===== config.mk =====
export PLATFORM = sky130hd
export DESIGN_NAME = accel_hpf_ema_capture
export DESIGN_NICKNAME = d
export VERILOG_FILES = /design/src/rtl/core/ahec_pkg.sv /design/src/rtl/core/ahec_mul.sv /design/src/rtl/core/ahec_regs.sv /design/src/rtl/core/ahec_capture.sv /design/src/rtl/core/accel_hpf_ema_capture.sv
export SDC_FILE = /design/constraint.sdc
export NUM_CORES = 2
export LEC_CHECK = 0
export BUFFER_PORTS_ARGS = -buffer_cell sky130_fd_sc_hd__buf_2
export CORE_AREA = 2 2 359 361
export DETAILED_ROUTE_END_ITERATION = 8
export DIE_AREA = 0 0 361 363
export MAX_ROUTING_LAYER = met4
export SETUP_SLACK_MARGIN = 0.5
export SLEW_MARGIN = 20
export SYNTH_ARGS = -nofsm -noshare
export SYNTH_HDL_FRONTEND = slang
export SYNTH_SLANG_ARGS = --single-unit

===== constraint.sdc =====
create_clock -name clk -period 28.5 [get_ports clk]
set_input_delay 1.425 -clock clk [delete_from_list [all_inputs] [get_ports clk]]
set_output_delay 1.425 -clock clk [all_outputs]
set_load 0.1 [all_outputs]

===== src/rtl/core/ahec_pkg.sv =====
// Shared types, constants and fixed-point helpers for the accelerometer
// high-pass / moving-average capture block. No dependencies.
package ahec_pkg;

  localparam int ADDR_W = 4;
  localparam int DATA_W = 32;
  localparam int OPA_W  = 34;
  localparam int OPB_W  = 17;
  localparam int PROD_W = 52;
  localparam int WIDE_W = 53;

  typedef struct packed {
    logic        mode;
    logic [15:0] word_x;
    logic [15:0] word_y;
    logic [15:0] word_z;
  } sample_t;

  typedef struct packed {
    logic signed [31:0] smooth_x;
    logic signed [31:0] smooth_y;
    logic signed [31:0] smooth_z;
    logic               stored;
    logic [6:0]         slot;
  } result_t;

  typedef struct packed {
    logic [15:0] scale_q16;
    logic [15:0] highpass_coeff_q16;
    logic [15:0] smoothing_coeff_q16;
  } cfg_t;

  typedef enum logic [1:0] {
    REG_SCALE     = 2'd0,
    REG_HIGHPASS  = 2'd1,
    REG_SMOOTHING = 2'd2
  } reg_idx_t;

  typedef enum logic [3:0] {
    ST_IDLE,
    ST_SCALE,
    ST_SUM,
    ST_HP,
    ST_Y,
    ST_AVG1,
    ST_AVG2,
    ST_AVG3,
    ST_DONE
  } state_t;

  localparam logic [15:0] SCALE_RESET     = 16'd5243;
  localparam logic [15:0] HIGHPASS_RESET  = 16'd55706;
  localparam logic [15:0] SMOOTHING_RESET = 16'd13107;
  localparam logic [1:0]  LAST_AXIS       = 2'd2;

  function automatic logic signed [31:0] sat32(input logic signed [WIDE_W-1:0] v);
    logic signed [WIDE_W-1:0] max_v;
    logic signed [WIDE_W-1:0] min_v;
    max_v = WIDE_W'(64'sh7FFF_FFFF);
    min_v = WIDE_W'(-64'sh8000_0000);
    if (v > max_v) begin
      sat32 = 32'sh7FFF_FFFF;
    end else if (v < min_v) begin
      sat32 = -32'sh8000_0000;
    end else begin
      sat32 = v[31:0];
    end
  endfunction

  // add one half, floor-shift by 16, saturate
  function automatic logic signed [31:0] round_sat(input logic signed [PROD_W-1:0] p);
    logic signed [WIDE_W-1:0] t;
    t = WIDE_W'(p) + WIDE_W'(64'sd32768);
    round_sat = sat32(t >>> 16);
  endfunction

endpackage


===== src/rtl/core/ahec_mul.sv =====
// Shared signed-by-unsigned multiplier with registered product.
// Depends on ahec_pkg.
module ahec_mul (
  input  logic                               clk,
  input  logic signed [ahec_pkg::OPA_W-1:0]  op_a,
  input  logic        [ahec_pkg::OPB_W-1:0]  op_b,
  output logic signed [ahec_pkg::PROD_W-1:0] prod
);
  import ahec_pkg::*;

  logic signed [PROD_W-1:0] a_ext;
  logic signed [PROD_W-1:0] b_ext;

  assign a_ext = PROD_W'(op_a);
  assign b_ext = $signed(PROD_W'(op_b));

  always_ff @(posedge clk) begin
    prod <= a_ext * b_ext;
  end

endmodule


===== src/rtl/core/ahec_regs.sv =====
// APB-style configuration registers (scale, high-pass and smoothing coefficients).
// Depends on ahec_pkg.
module ahec_regs (
  input  logic                        clk,
  input  logic                        rst,
  input  logic                        psel,
  input  logic                        penable,
  input  logic                        pwrite,
  input  logic [ahec_pkg::ADDR_W-1:0] paddr,
  input  logic [ahec_pkg::DATA_W-1:0] pwdata,
  output logic [ahec_pkg::DATA_W-1:0] prdata,
  output ahec_pkg::cfg_t              cfg
);
  import ahec_pkg::*;

  reg_idx_t idx;
  logic     wr;

  assign idx = reg_idx_t'(paddr[3:2]);
  assign wr  = psel & penable & pwrite;

  always_ff @(posedge clk) begin
    if (rst) begin
      cfg.scale_q16           <= SCALE_RESET;
      cfg.highpass_coeff_q16  <= HIGHPASS_RESET;
      cfg.smoothing_coeff_q16 <= SMOOTHING_RESET;
    end else if (wr) begin
      case (idx)
        REG_SCALE:     cfg.scale_q16           <= pwdata[15:0];
        REG_HIGHPASS:  cfg.highpass_coeff_q16  <= pwdata[15:0];
        REG_SMOOTHING: cfg.smoothing_coeff_q16 <= pwdata[15:0];
        default: ;
      endcase
    end
  end

  always_comb begin
    case (idx)
      REG_SCALE:     prdata = {16'd0, cfg.scale_q16};
      REG_HIGHPASS:  prdata = {16'd0, cfg.highpass_coeff_q16};
      REG_SMOOTHING: prdata = {16'd0, cfg.smoothing_coeff_q16};
      default:       prdata = '0;
    endcase
  end

endmodule


===== src/rtl/core/ahec_capture.sv =====
// Capture buffer: axis-major storage of smoothed samples, one write port.
// Depends on ahec_pkg.
module ahec_capture #(
  parameter int ENTRIES = 384
) (
  input  logic                         clk,
  input  logic                         we,
  input  logic [$clog2(ENTRIES)-1:0]   addr,
  input  logic signed [31:0]           wdata
);
  import ahec_pkg::*;

  logic signed [31:0] mem [ENTRIES];

  always_ff @(posedge clk) begin
    if (we) begin
      mem[addr] <= wdata;
    end
  end

endmodule


===== src/rtl/core/accel_hpf_ema_capture.sv =====
// Top level: sequencer and per-axis filter state around one shared multiplier.
// Depends on ahec_pkg, ahec_regs, ahec_mul, ahec_capture.
//
//  channel  | signals                               | dir | payload
//  ---------+---------------------------------------+-----+-------------------
//  sample   | sample_valid / sample_ready / sample  | in  | sample_t
//  result   | result_valid / result_ready / result  | out | result_t
//  config   | psel penable pwrite paddr pwdata ...  | in  | 3 x 16-bit regs
//
// Per axis, a sample takes four multiplier passes (scale, high-pass and the two
// average terms) plus three register stages; the three axes all go through the
// single multiplier, after which the result is loaded. A restart skips filtering
// and goes straight to the final state to load the result.
// The result sits in an output register; a stalled result holds the sequencer
// in its final state. Reset clears filter state, fill count and configuration registers.
module accel_hpf_ema_capture #(
  parameter int CAPTURE_DEPTH = 128,
  parameter int RIGHT_SHIFT   = 6
) (
  input  logic                        clk,
  input  logic                        rst,
  input  logic                        sample_valid,
  output logic                        sample_ready,
  input  ahec_pkg::sample_t           sample,
  output logic                        result_valid,
  input  logic                        result_ready,
  output ahec_pkg::result_t           result,
  input  logic                        psel,
  input  logic                        penable,
  input  logic                        pwrite,
  input  logic [ahec_pkg::ADDR_W-1:0] paddr,
  input  logic [ahec_pkg::DATA_W-1:0] pwdata,
  output logic [ahec_pkg::DATA_W-1:0] prdata,
  output logic                        pready
);
  import ahec_pkg::*;

  localparam int CAP_ENTRIES = 3 * CAPTURE_DEPTH;
  localparam int CAP_AW      = $clog2(CAP_ENTRIES);
  localparam int FILL_W      = $clog2(CAPTURE_DEPTH + 1);

  cfg_t   cfg;
  state_t state, state_next;

  sample_t              smp;
  logic [1:0]           axis;
  logic                 store_en;
  logic [FILL_W-1:0]    fill_count;

  logic signed [31:0]   last_input      [3];
  logic signed [31:0]   last_highpass   [3];
  logic signed [31:0]   running_average [3];

  logic signed [31:0]       x_reg;
  logic signed [31:0]       y_reg;
  logic signed [OPA_W-1:0]  sum_reg;
  logic signed [PROD_W-1:0] acc_reg;

  logic signed [OPA_W-1:0]  op_a;
  logic        [OPB_W-1:0]  op_b;
  logic signed [PROD_W-1:0] prod;

  logic [15:0]          word_sel;
  logic signed [15:0]   raw;
  logic signed [31:0]   x_now;
  logic signed [31:0]   rounded;
  logic signed [31:0]   avg_now;
  logic                 accept;
  logic                 load_result;
  logic                 cap_we;
  logic [CAP_AW-1:0]    cap_addr;

  assign pready = 1'b1;

  ahec_regs u_regs (
    .clk     (clk),
    .rst     (rst),
    .psel    (psel),
    .penable (penable),
    .pwrite  (pwrite),
    .paddr   (paddr),
    .pwdata  (pwdata),
    .prdata  (prdata),
    .cfg     (cfg)
  );

  ahec_mul u_mul (
    .clk  (clk),
    .op_a (op_a),
    .op_b (op_b),
    .prod (prod)
  );

  ahec_capture #(
    .ENTRIES (CAP_ENTRIES)
  ) u_capture (
    .clk   (clk),
    .we    (cap_we),
    .addr  (cap_addr),
    .wdata (avg_now)
  );

  assign sample_ready = (state == ST_IDLE);
  assign accept       = sample_valid & sample_ready;

  always_comb begin
    case (axis)
      2'd0:    word_sel = smp.word_x;
      2'd1:    word_sel = smp.word_y;
      default: word_sel = smp.word_z;
    endcase
  end

  assign raw      = $signed(word_sel) >>> RIGHT_SHIFT;
  assign x_now    = sat32(WIDE_W'(prod));
  assign rounded  = round_sat(prod);
  assign avg_now  = round_sat(acc_reg + prod);
  assign cap_we   = (state == ST_AVG3) && store_en;
  assign cap_addr = CAP_AW'(axis * CAPTURE_DEPTH) + CAP_AW'(fill_count);

  always_ff @(posedge clk) begin
    if (rst) begin
      state <= ST_IDLE;
    end else begin
      state <= state_next;
    end
  end

  always_comb begin
    state_next  = state;
    op_a        = '0;
    op_b        = '0;
    load_result = 1'b0;
    case (state)
      ST_IDLE: begin
        if (accept) begin
          state_next = sample.mode ? ST_DONE : ST_SCALE;
        end
      end
      ST_SCALE: begin
        op_a       = OPA_W'(raw);
        op_b       = {1'b0, cfg.scale_q16};
        state_next = ST_SUM;
      end
      ST_SUM: state_next = ST_HP;
      ST_HP: begin
        op_a       = sum_reg;
        op_b       = {1'b0, cfg.highpass_coeff_q16};
        state_next = ST_Y;
      end
      ST_Y: state_next = ST_AVG1;
      ST_AVG1: begin
        op_a       = OPA_W'(running_average[axis]);
        op_b       = OPB_W'(18'h10000 - {2'b0, cfg.smoothing_coeff_q16});
        state_next = ST_AVG2;
      end
      ST_AVG2: begin
        op_a       = OPA_W'(y_reg);
        op_b       = {1'b0, cfg.smoothing_coeff_q16};
        state_next = ST_AVG3;
      end
      ST_AVG3: state_next = (axis == LAST_AXIS) ? ST_DONE : ST_SCALE;
      ST_DONE: begin
        if (!result_valid || result_ready) begin
          load_result = 1'b1;
          state_next  = ST_IDLE;
        end
      end
      default: state_next = ST_IDLE;
    endcase
  end

  // control state
  always_ff @(posedge clk) begin
    if (rst) begin
      fill_count   <= '0;
      store_en     <= 1'b0;
      axis         <= '0;
      result_valid <= 1'b0;
      for (int i = 0; i < 3; i++) begin
        last_input[i]      <= '0;
        last_highpass[i]   <= '0;
        running_average[i] <= '0;
      end
    end else begin
      if (result_valid && result_ready && !load_result) begin
        result_valid <= 1'b0;
      end
      if (accept) begin
        axis <= '0;
        if (sample.mode) begin
          fill_count <= '0;
          store_en   <= 1'b0;
        end else begin
          store_en <= (32'(fill_count) < CAPTURE_DEPTH);
        end
      end
      if (state == ST_Y) begin
        last_input[axis]    <= x_reg;
        last_highpass[axis] <= rounded;
      end
      if (state == ST_AVG3) begin
        running_average[axis] <= avg_now;
        if (axis != LAST_AXIS) begin
          axis <= axis + 2'd1;
        end
      end
      if (load_result) begin
        result_valid <= 1'b1;
        if (store_en) begin
          fill_count <= fill_count + FILL_W'(1);
        end
      end
    end
  end

  // datapath registers
  always_ff @(posedge clk) begin
    if (accept) begin
      smp <= sample;
    end
    if (state == ST_SUM) begin
      x_reg   <= x_now;
      sum_reg <= OPA_W'(last_highpass[axis]) + OPA_W'(x_now) - OPA_W'(last_input[axis]);
    end
    if (state == ST_Y) begin
      y_reg <= rounded;
    end
    if (state == ST_AVG2) begin
      acc_reg <= prod;
    end
    if (load_result) begin
      result.smooth_x <= running_average[0];
      result.smooth_y <= running_average[1];
      result.smooth_z <= running_average[2];
      result.stored   <= store_en;
      result.slot     <= store_en ? 7'(fill_count) : 7'd0;
    end
  end

endmodule

Yosys cells after proc, flatten, opt, wreduce, memory -nomap -nowiden
Memories as Yosys holds them, arrays and structs flattened. A register that Yosys moved wholly into a read port is not among the register bits.
Index checks and enable logic that the tools add are counted.
- eq/ne operators: 15
- mux-type cells: 47
- add/sub/neg operators: 8
- reductions and logical operators: 16
- bitwise gates (word level): 3
- multipliers: 1
- $lt $le $gt $ge: 7
- operators with widths (cell ; count):
    32-bit two-way mux ; 9
    34-bit case mux with 4 select lines ; 1
    52-bit by 17-bit adder with 53-bit output (second input constant) ; 2
    32-bit OR reduction ; 3
    37-bit by 32-bit greater-than comparator with 1-bit output (second input constant) ; 2
    37-bit by 32-bit less-than comparator with 1-bit output (second input constant) ; 2
    17-bit case mux with 4 select lines ; 1
    52-bit adder ; 1
    52-bit by 32-bit greater-than comparator with 1-bit output (second input constant) ; 1
    52-bit by 32-bit less-than comparator with 1-bit output (second input constant) ; 1
    34-bit by 18-bit multiplier with 52-bit output ; 1
    16-bit case mux with 3 select lines ; 1
    4-bit case mux with 9 select lines ; 1
    33-bit by 32-bit subtractor with 34-bit output ; 1
    32-bit by 32-bit adder with 33-bit output ; 1
    8-bit two-way mux ; 4
    16-bit case mux with 2 select lines ; 1
    2-bit two-way mux ; 9
    17-bit by 16-bit subtractor with 17-bit output (first input constant) ; 1
    4-bit by 3-bit equality test with 1-bit output (second input constant) ; 4
    1-bit two-way mux ; 16
    4-bit two-way mux ; 4
    8-bit by 1-bit adder with 8-bit output (second input constant) ; 1
    4-bit by 2-bit equality test with 1-bit output (second input constant) ; 2
    other kinds (16) ; 27
- output and inout port bits: 139
- register bits after elaboration: 322
- word-level logic and storage cells: 118
- memories kept: 3
- RAM bits: 288
- memory list (name ; words ; width ; rd ports ; clocked after memory_dff ; write ports ; RTL line ; RTL):
    last_highpass ; 3 ; 32 ; 1 ; 1 ; 3 ; accel_hpf_ema_capture.sv:51 ; logic signed [31:0] last_highpass [3];
    last_input ; 3 ; 32 ; 1 ; 1 ; 3 ; accel_hpf_ema_capture.sv:50 ; logic signed [31:0] last_input [3];
    running_average ; 3 ; 32 ; 4 ; 4 ; 3 ; accel_hpf_ema_capture.sv:52 ; logic signed [31:0] running_average [3];

Depth between registers and ports, before layout
- depth after elaboration: 8
- mapped depth: 38
- gate-level depth less buffers: 37

By module
From an unflattened synthesis, not the netlist that was laid out.
- cell total of the unflattened synthesis: 5293
- area, all modules: 58114.5 µm²
- by module, submodules not included (module ; area an instance (µm²) ; seq. area each (µm²) ; instances ; cells each):
    accel_hpf_ema_capture ; 34456.8 ; 20379.5 ; 1 ; 2675
    ahec_mul ; 21235.4 ; 1041.0 ; 1 ; 2355
    ahec_regs ; 2422.3 ; 960.9 ; 1 ; 263

Worst setup path before layout
OpenSTA, ideal clock, no wires.
- path type: flip-flop to flip-flop
- start: reg state[1]
- end: reg u_mul.prod[51] (netlist name)
- data arrival time: 9.694 ns
- data required time: 28.428 ns
- setup time: 0.072 ns
- slack: 18.734 ns
- stages on the path, launching flop included: 33
- clock period less this slack: 9.766 ns
- cells stage by stage: dfxtp_1 clkbuf_1 and3_1 clkbuf_1 clkbuf_1 a22oi_1 nand3_1 clkbuf_1 nand2_1 fa_1 inv_1 fa_1 fa_1 fa_1 fa_1 inv_1 fa_1 inv_1 ha_1 a21o_1 a21o_1 a21oi_1 o21ai_0 a21o_1 a21oi_1 nor3b_1 a211oi_1 a21boi_0 o211ai_1 a41o_1 a221o_1 a21oi_1 xnor2_1
- longest elaborated chain between the ends: 3
- elaborated cells between the ends (all ways): 7
- classes of those cells: 1 x mul; 4 x eq/ne; 2 x mux
- ends and longest elaborated chain (element ; RTL line ; RTL):
    from (decl) ; accel_hpf_ema_capture.sv:43 ; state_t state, state_next;
    from (signal assigned) ; accel_hpf_ema_capture.sv:125 ; state <= state_next;
    4-bit by 3-bit equality test with 1-bit output (tied with other cells) ; accel_hpf_ema_capture.sv:134 ; case (state)
    34-bit case mux with 4 select lines or 17-bit case mux with 4 select lines (tied branches) ; accel_hpf_ema_capture.sv:134 ;
    34-bit by 18-bit multiplier with 52-bit output (*) ; ahec_mul.sv:18 ; prod <= a_ext * b_ext;
    to (signal assigned) ; ahec_mul.sv:18 ;
    to (decl) ; ahec_mul.sv:7 ; output logic signed [ahec_pkg::PROD_W-1:0] prod
Mark *: on every way between the ends. The rest lies on a longest branch, timed or not.
A chain may end at the register's enable or synchronous reset.

Worst setup path after layout
- start: reg u_regs.cfg[0] (netlist name)
- end: reg u_mul.prod[51] (netlist name)
- longest elaborated chain between the ends: 3
- ends and longest elaborated chain (element ; RTL line ; RTL):
    17-bit by 16-bit subtractor with 17-bit output ; accel_hpf_ema_capture.sv:154 ; op_b = OPB_W'(18'h10000 - {2'b0, cfg.smoothing_coeff_q16});
    17-bit case mux with 4 select lines (*) ; accel_hpf_ema_capture.sv:134 ;
    34-bit by 18-bit multiplier with 52-bit output (*) ; ahec_mul.sv:18 ;
Marks and branches as above.

==> summary.md <==
The library cell used most frequently in the layout, excluding fill and tap cells, is inv_1. TritonCTS built the clock tree. For this configuration, the core starts out at a cell density of 44.85%. The fraction of synthesized cell area in xor and xnor cells is 2.767%. The highest-delay cell along the critical path was nand3_2.

After the first detailed-routing iteration, the DRC count stood at 3296. In the layout the commonest cells are inv_1, edfxtp_1, nand2_1. The largest registers in the layout are last_highpass x128, last_input x128, running_average x128. The slack of the worst reg-to-reg path is 17850 ps, and the critical path arrival is 11150 ps. Worst reg-to-reg path cell count: 36. After clock tree synthesis, the flow added hold-fix buffers numbering 0. The tools report the destination of the worst register-to-register timing path as u_mul.prod[51]$_DFF_P_. The region available for standard cell placement spans 127000 µm². The run gives 30780 µm² as the area used by multi-input combinational logic.

The run gives 0.09391 GHz as the achievable clock frequency. Multiplexer cells account for 4.322% of the synthesized area. The final layout contains 6260 nets. Yosys mapped a number of flops with a built-in enable equal to 668. The endpoint class of the critical path was a flop.

On the final layout, the worst clock skew is 35.92 ps. The clock net in this run drives a total of 784 sinks. The synthesized design contains 784 register bits.

The ratio of routed vias to standard cells was 5.541. The number of antenna violations at the first check in global routing is 3. The CTS clock-pin slew for the worst setup and hold paths was 60 ps; the layout overhead on the synthesized area was 9.512%.

For the worst hold slack, the log shows 435.3 ps. In this run the worst hold path is classified as flop to flop. The run gives 0 as the count of final max-slew check failures.

The logs give 0.00008672 V for the highest ir drop seen on vdd and 650 ps for the clock latency reported for the late side of the worst-skew pair. Setup repair after global routing left no endpoint under its margin. Counting the buffers created by CTS gives 80. The critical path starts at u_regs.cfg[0]$_SDFFE_PP1P_. The logs give 11530 for the number of fill cells in the layout and 131000 µm² for the die area. In this run the deepest clock path goes through 3 buffers. Global route total overflow: 0. The first global-routing pass estimated 246900 µm of wire. After clock tree synthesis, the setup repair step added 0 buffers. The normalized max-slew margin was 28.95%. Leakage power of the design: 0.02685 µW. Of the synthesized area, sequential elements account for 39.29%. The post-route clock period utilization was 37.36%. Setup violations remaining at the end of the flow were counted as 0.

After synthesis, the cell types taking the most area are edfxtp_1, fa_1, inv_1, ha_1, nand2_1. Across all layers, the routed design uses 39355 vias. The startpoint identified for the worst register-to-register timing path is u_regs.cfg[0]$_SDFFE_PP1P_. The tree is rooted in a clkbuf_16. Counting stages on the worst path, the most repeated cell is inv_1. Yosys printed 0 warnings. The flip-flop and latch area is 22390 µm². The floorplan has 131 rows. The most critical setup path has its endpoint at u_mul.prod[51]$_DFF_P_. The power per cell area is 69.80 nW/µm², and the height of the die is 363 µm.

The run gives 56970 µm² as the post-synthesis instance area. By area, the combinational part of the netlist is dominated by adder cells. The number of different library cells used by synthesis comes to 97.

The worst path needs 10650 ps of the cycle, external delays included. Of the total synthesized cell area, the portion taken by full adders, half adders and majority gates is 25.10%. The most common flop cell mapped by yosys was edfxtp_1. The routability congestion estimate was 0.9322. Measured along the x axis, the die boundary spans 361 µm. Input and output buffers added on the ports amount to 177.

In the final routed layout, each cell accounts on average for 22.51 µm. The maximum net fanout on the critical path is 30. The type of the setup path with the least slack is flop to flop.

The number of nets with antenna violations after detailed routing came out at 0. The biggest area consumer among synthesized cells was edfxtp_1. For this run, design rule violations remaining after detail routing come to 0. The run gives 6 as the first-pass detailed-route iteration total. Across every metal layer, demand over resource in global routing totals 25.48%. The share of the synthesized area in the top cell type came out at 35.21%. The synthesized netlist devotes 7.467% of its cell area to compound gates.

The tools report the via count of the first global-routing pass as 39831. Across the run, the number of max-cap violations was 0. A synthesized cell averages 10.78 µm².

Synthesis produced a netlist whose cell count is 5284. STA puts the critical path data required time at 29000 ps. The number of failing hold endpoints at the final stage is 0, and the final sum of negative setup slack is 0 ps. The H-tree generated during clock tree synthesis spans 3 levels. Detailed placement HPWL: 116800 µm. The worst setup path is launched from a flop. The synthesized netlist devotes 13.88% of its cell area to simple gates.

Number of gates resized after CTS: 0. Pin placement for this block handled 231 I/O pins. The routed wire length is 159900 µm, and the largest net degree at the start of global routing is 78. Of all flip-flops after synthesis, the portion carrying an async set or reset was 0%. The largest single stage delay on the critical path is 780 ps. The flow ran to the end, and the final reports show no timing, DRC or antenna violations.

Cells with a size suffix above 1 make up 10.42% of the layout. The pin slew with the least headroom to its limit works out to 1063 ps.
-- worst min-delay path by stage --
| stage | slack (ps) | startpoint | to | cells past startpoint |
|---|---|---|---|---|
| final | 440 | running_average[2][17]$_SDFFCE_PN0P_ | result[25]$_DFFE_PP_ | 0 |
| after global routing | 460 | running_average[2][11]$_SDFFCE_PN0P_ | result[19]$_DFFE_PP_ | 0 |
| after CTS | 440 | running_average[2][17]$_SDFFCE_PN0P_ | result[25]$_DFFE_PP_ | 0 |
| after detailed placement | 430 | running_average[1][21]$_SDFFCE_PN0P_ | result[61]$_DFFE_PP_ | 0 |
| after global placement | 420 | running_average[0][3]$_SDFFCE_PN0P_ | result[75]$_DFFE_PP_ | 0 |
| after floorplan | 410 | u_mul.prod[51]$_DFF_P_ | acc_reg[51]$_DFFE_PN_ | 0 |
-- per-stage QoR --
step           area, µm²  setup slack (ps)  util [%]  std cells  total power (µW)
3_5_place_dp       59720             18080     47.02       6955              3286
4_1_cts            62380             17970     49.10       7101              4357
2_1_floorplan      57020             18730         -       5299              2796
3_3_place_gp       59720             18110     47.02       6955              3259
5_1_grt            62380             17150     49.11       7102              4586
6_report           62390             17850     49.11       7103              4355
-- critical path: cells and delay by family, from the launching register on --
family	cells	cell delay [ps]
flip-flops	1	370
adder cells (fa/ha/maj)	8	3510
buffers and inverters	6	350
AO/OA/AOI/OAI	13	3370
XOR/XNOR	1	80
AND/OR/NAND/NOR	8	2750
-- report_power, final --
| group | internal (µW) | switching, µW |
|---|---|---|
| combinational | 633 | 1150 |
| clock | 609 | 457 |
| sequential | 1450 | 57.6 |
| total | 2690 | 1670 |
-- routing by layer --
layer  share of wire (%)  vias to the layer above  track usage, %
li1                    -                    17717               -
met1                  42                    20099           34.30
met2                  48                     1331           40.69
met3                 6.7                      208           3.573
met4                 2.7                        0           6.850
met5                   0                        -               -
-- synth_stat cells (all sizes together), types with 7 or more instances --
cell type	count
and2	68
a22oi	39
or3	18
or2	9
fa	583
o21bai	15
nand2b	32
ha	210
o211ai	9
a211oi	18
and4	12
a2111oi	7
nor3	80
nor2b	55
a221oi	7
buf	51
clkbuf	214
edfxtp	668
a222oi	12
o21ba	10
mux4	96
xor2	68
nor2	440
nand2	667
nand3b	33
nand3	85
a21oi	182
o21a	85
o21ai	117
nand4	35
a21boi	9
nor4	18
a21o	52
and3	144
dfxtp	116
mux2i	30
xnor2	112
a31oi	13
inv	795
-- cells by family after synthesis --
kind of cell	Yosys count
mux	126
compound gates	624
buf+inv	1060
other cells	2
fa+ha+maj	793
flops	784
simple gates	1715
xor+xnor	180
-- final cells by class --
class                   instances  share of cell area [%]
repair buffers                259                   2.407
diodes                          2                0.008022
flip-flops and latches        784                   35.89
multi-input cells            3455                   49.33
clock inverters                35                  0.6057
well taps                    1662                   3.333
inverters                     795                   4.783
clock buffers                 111                   3.644
No activity file was read; power rests on OpenSTA's default activity.
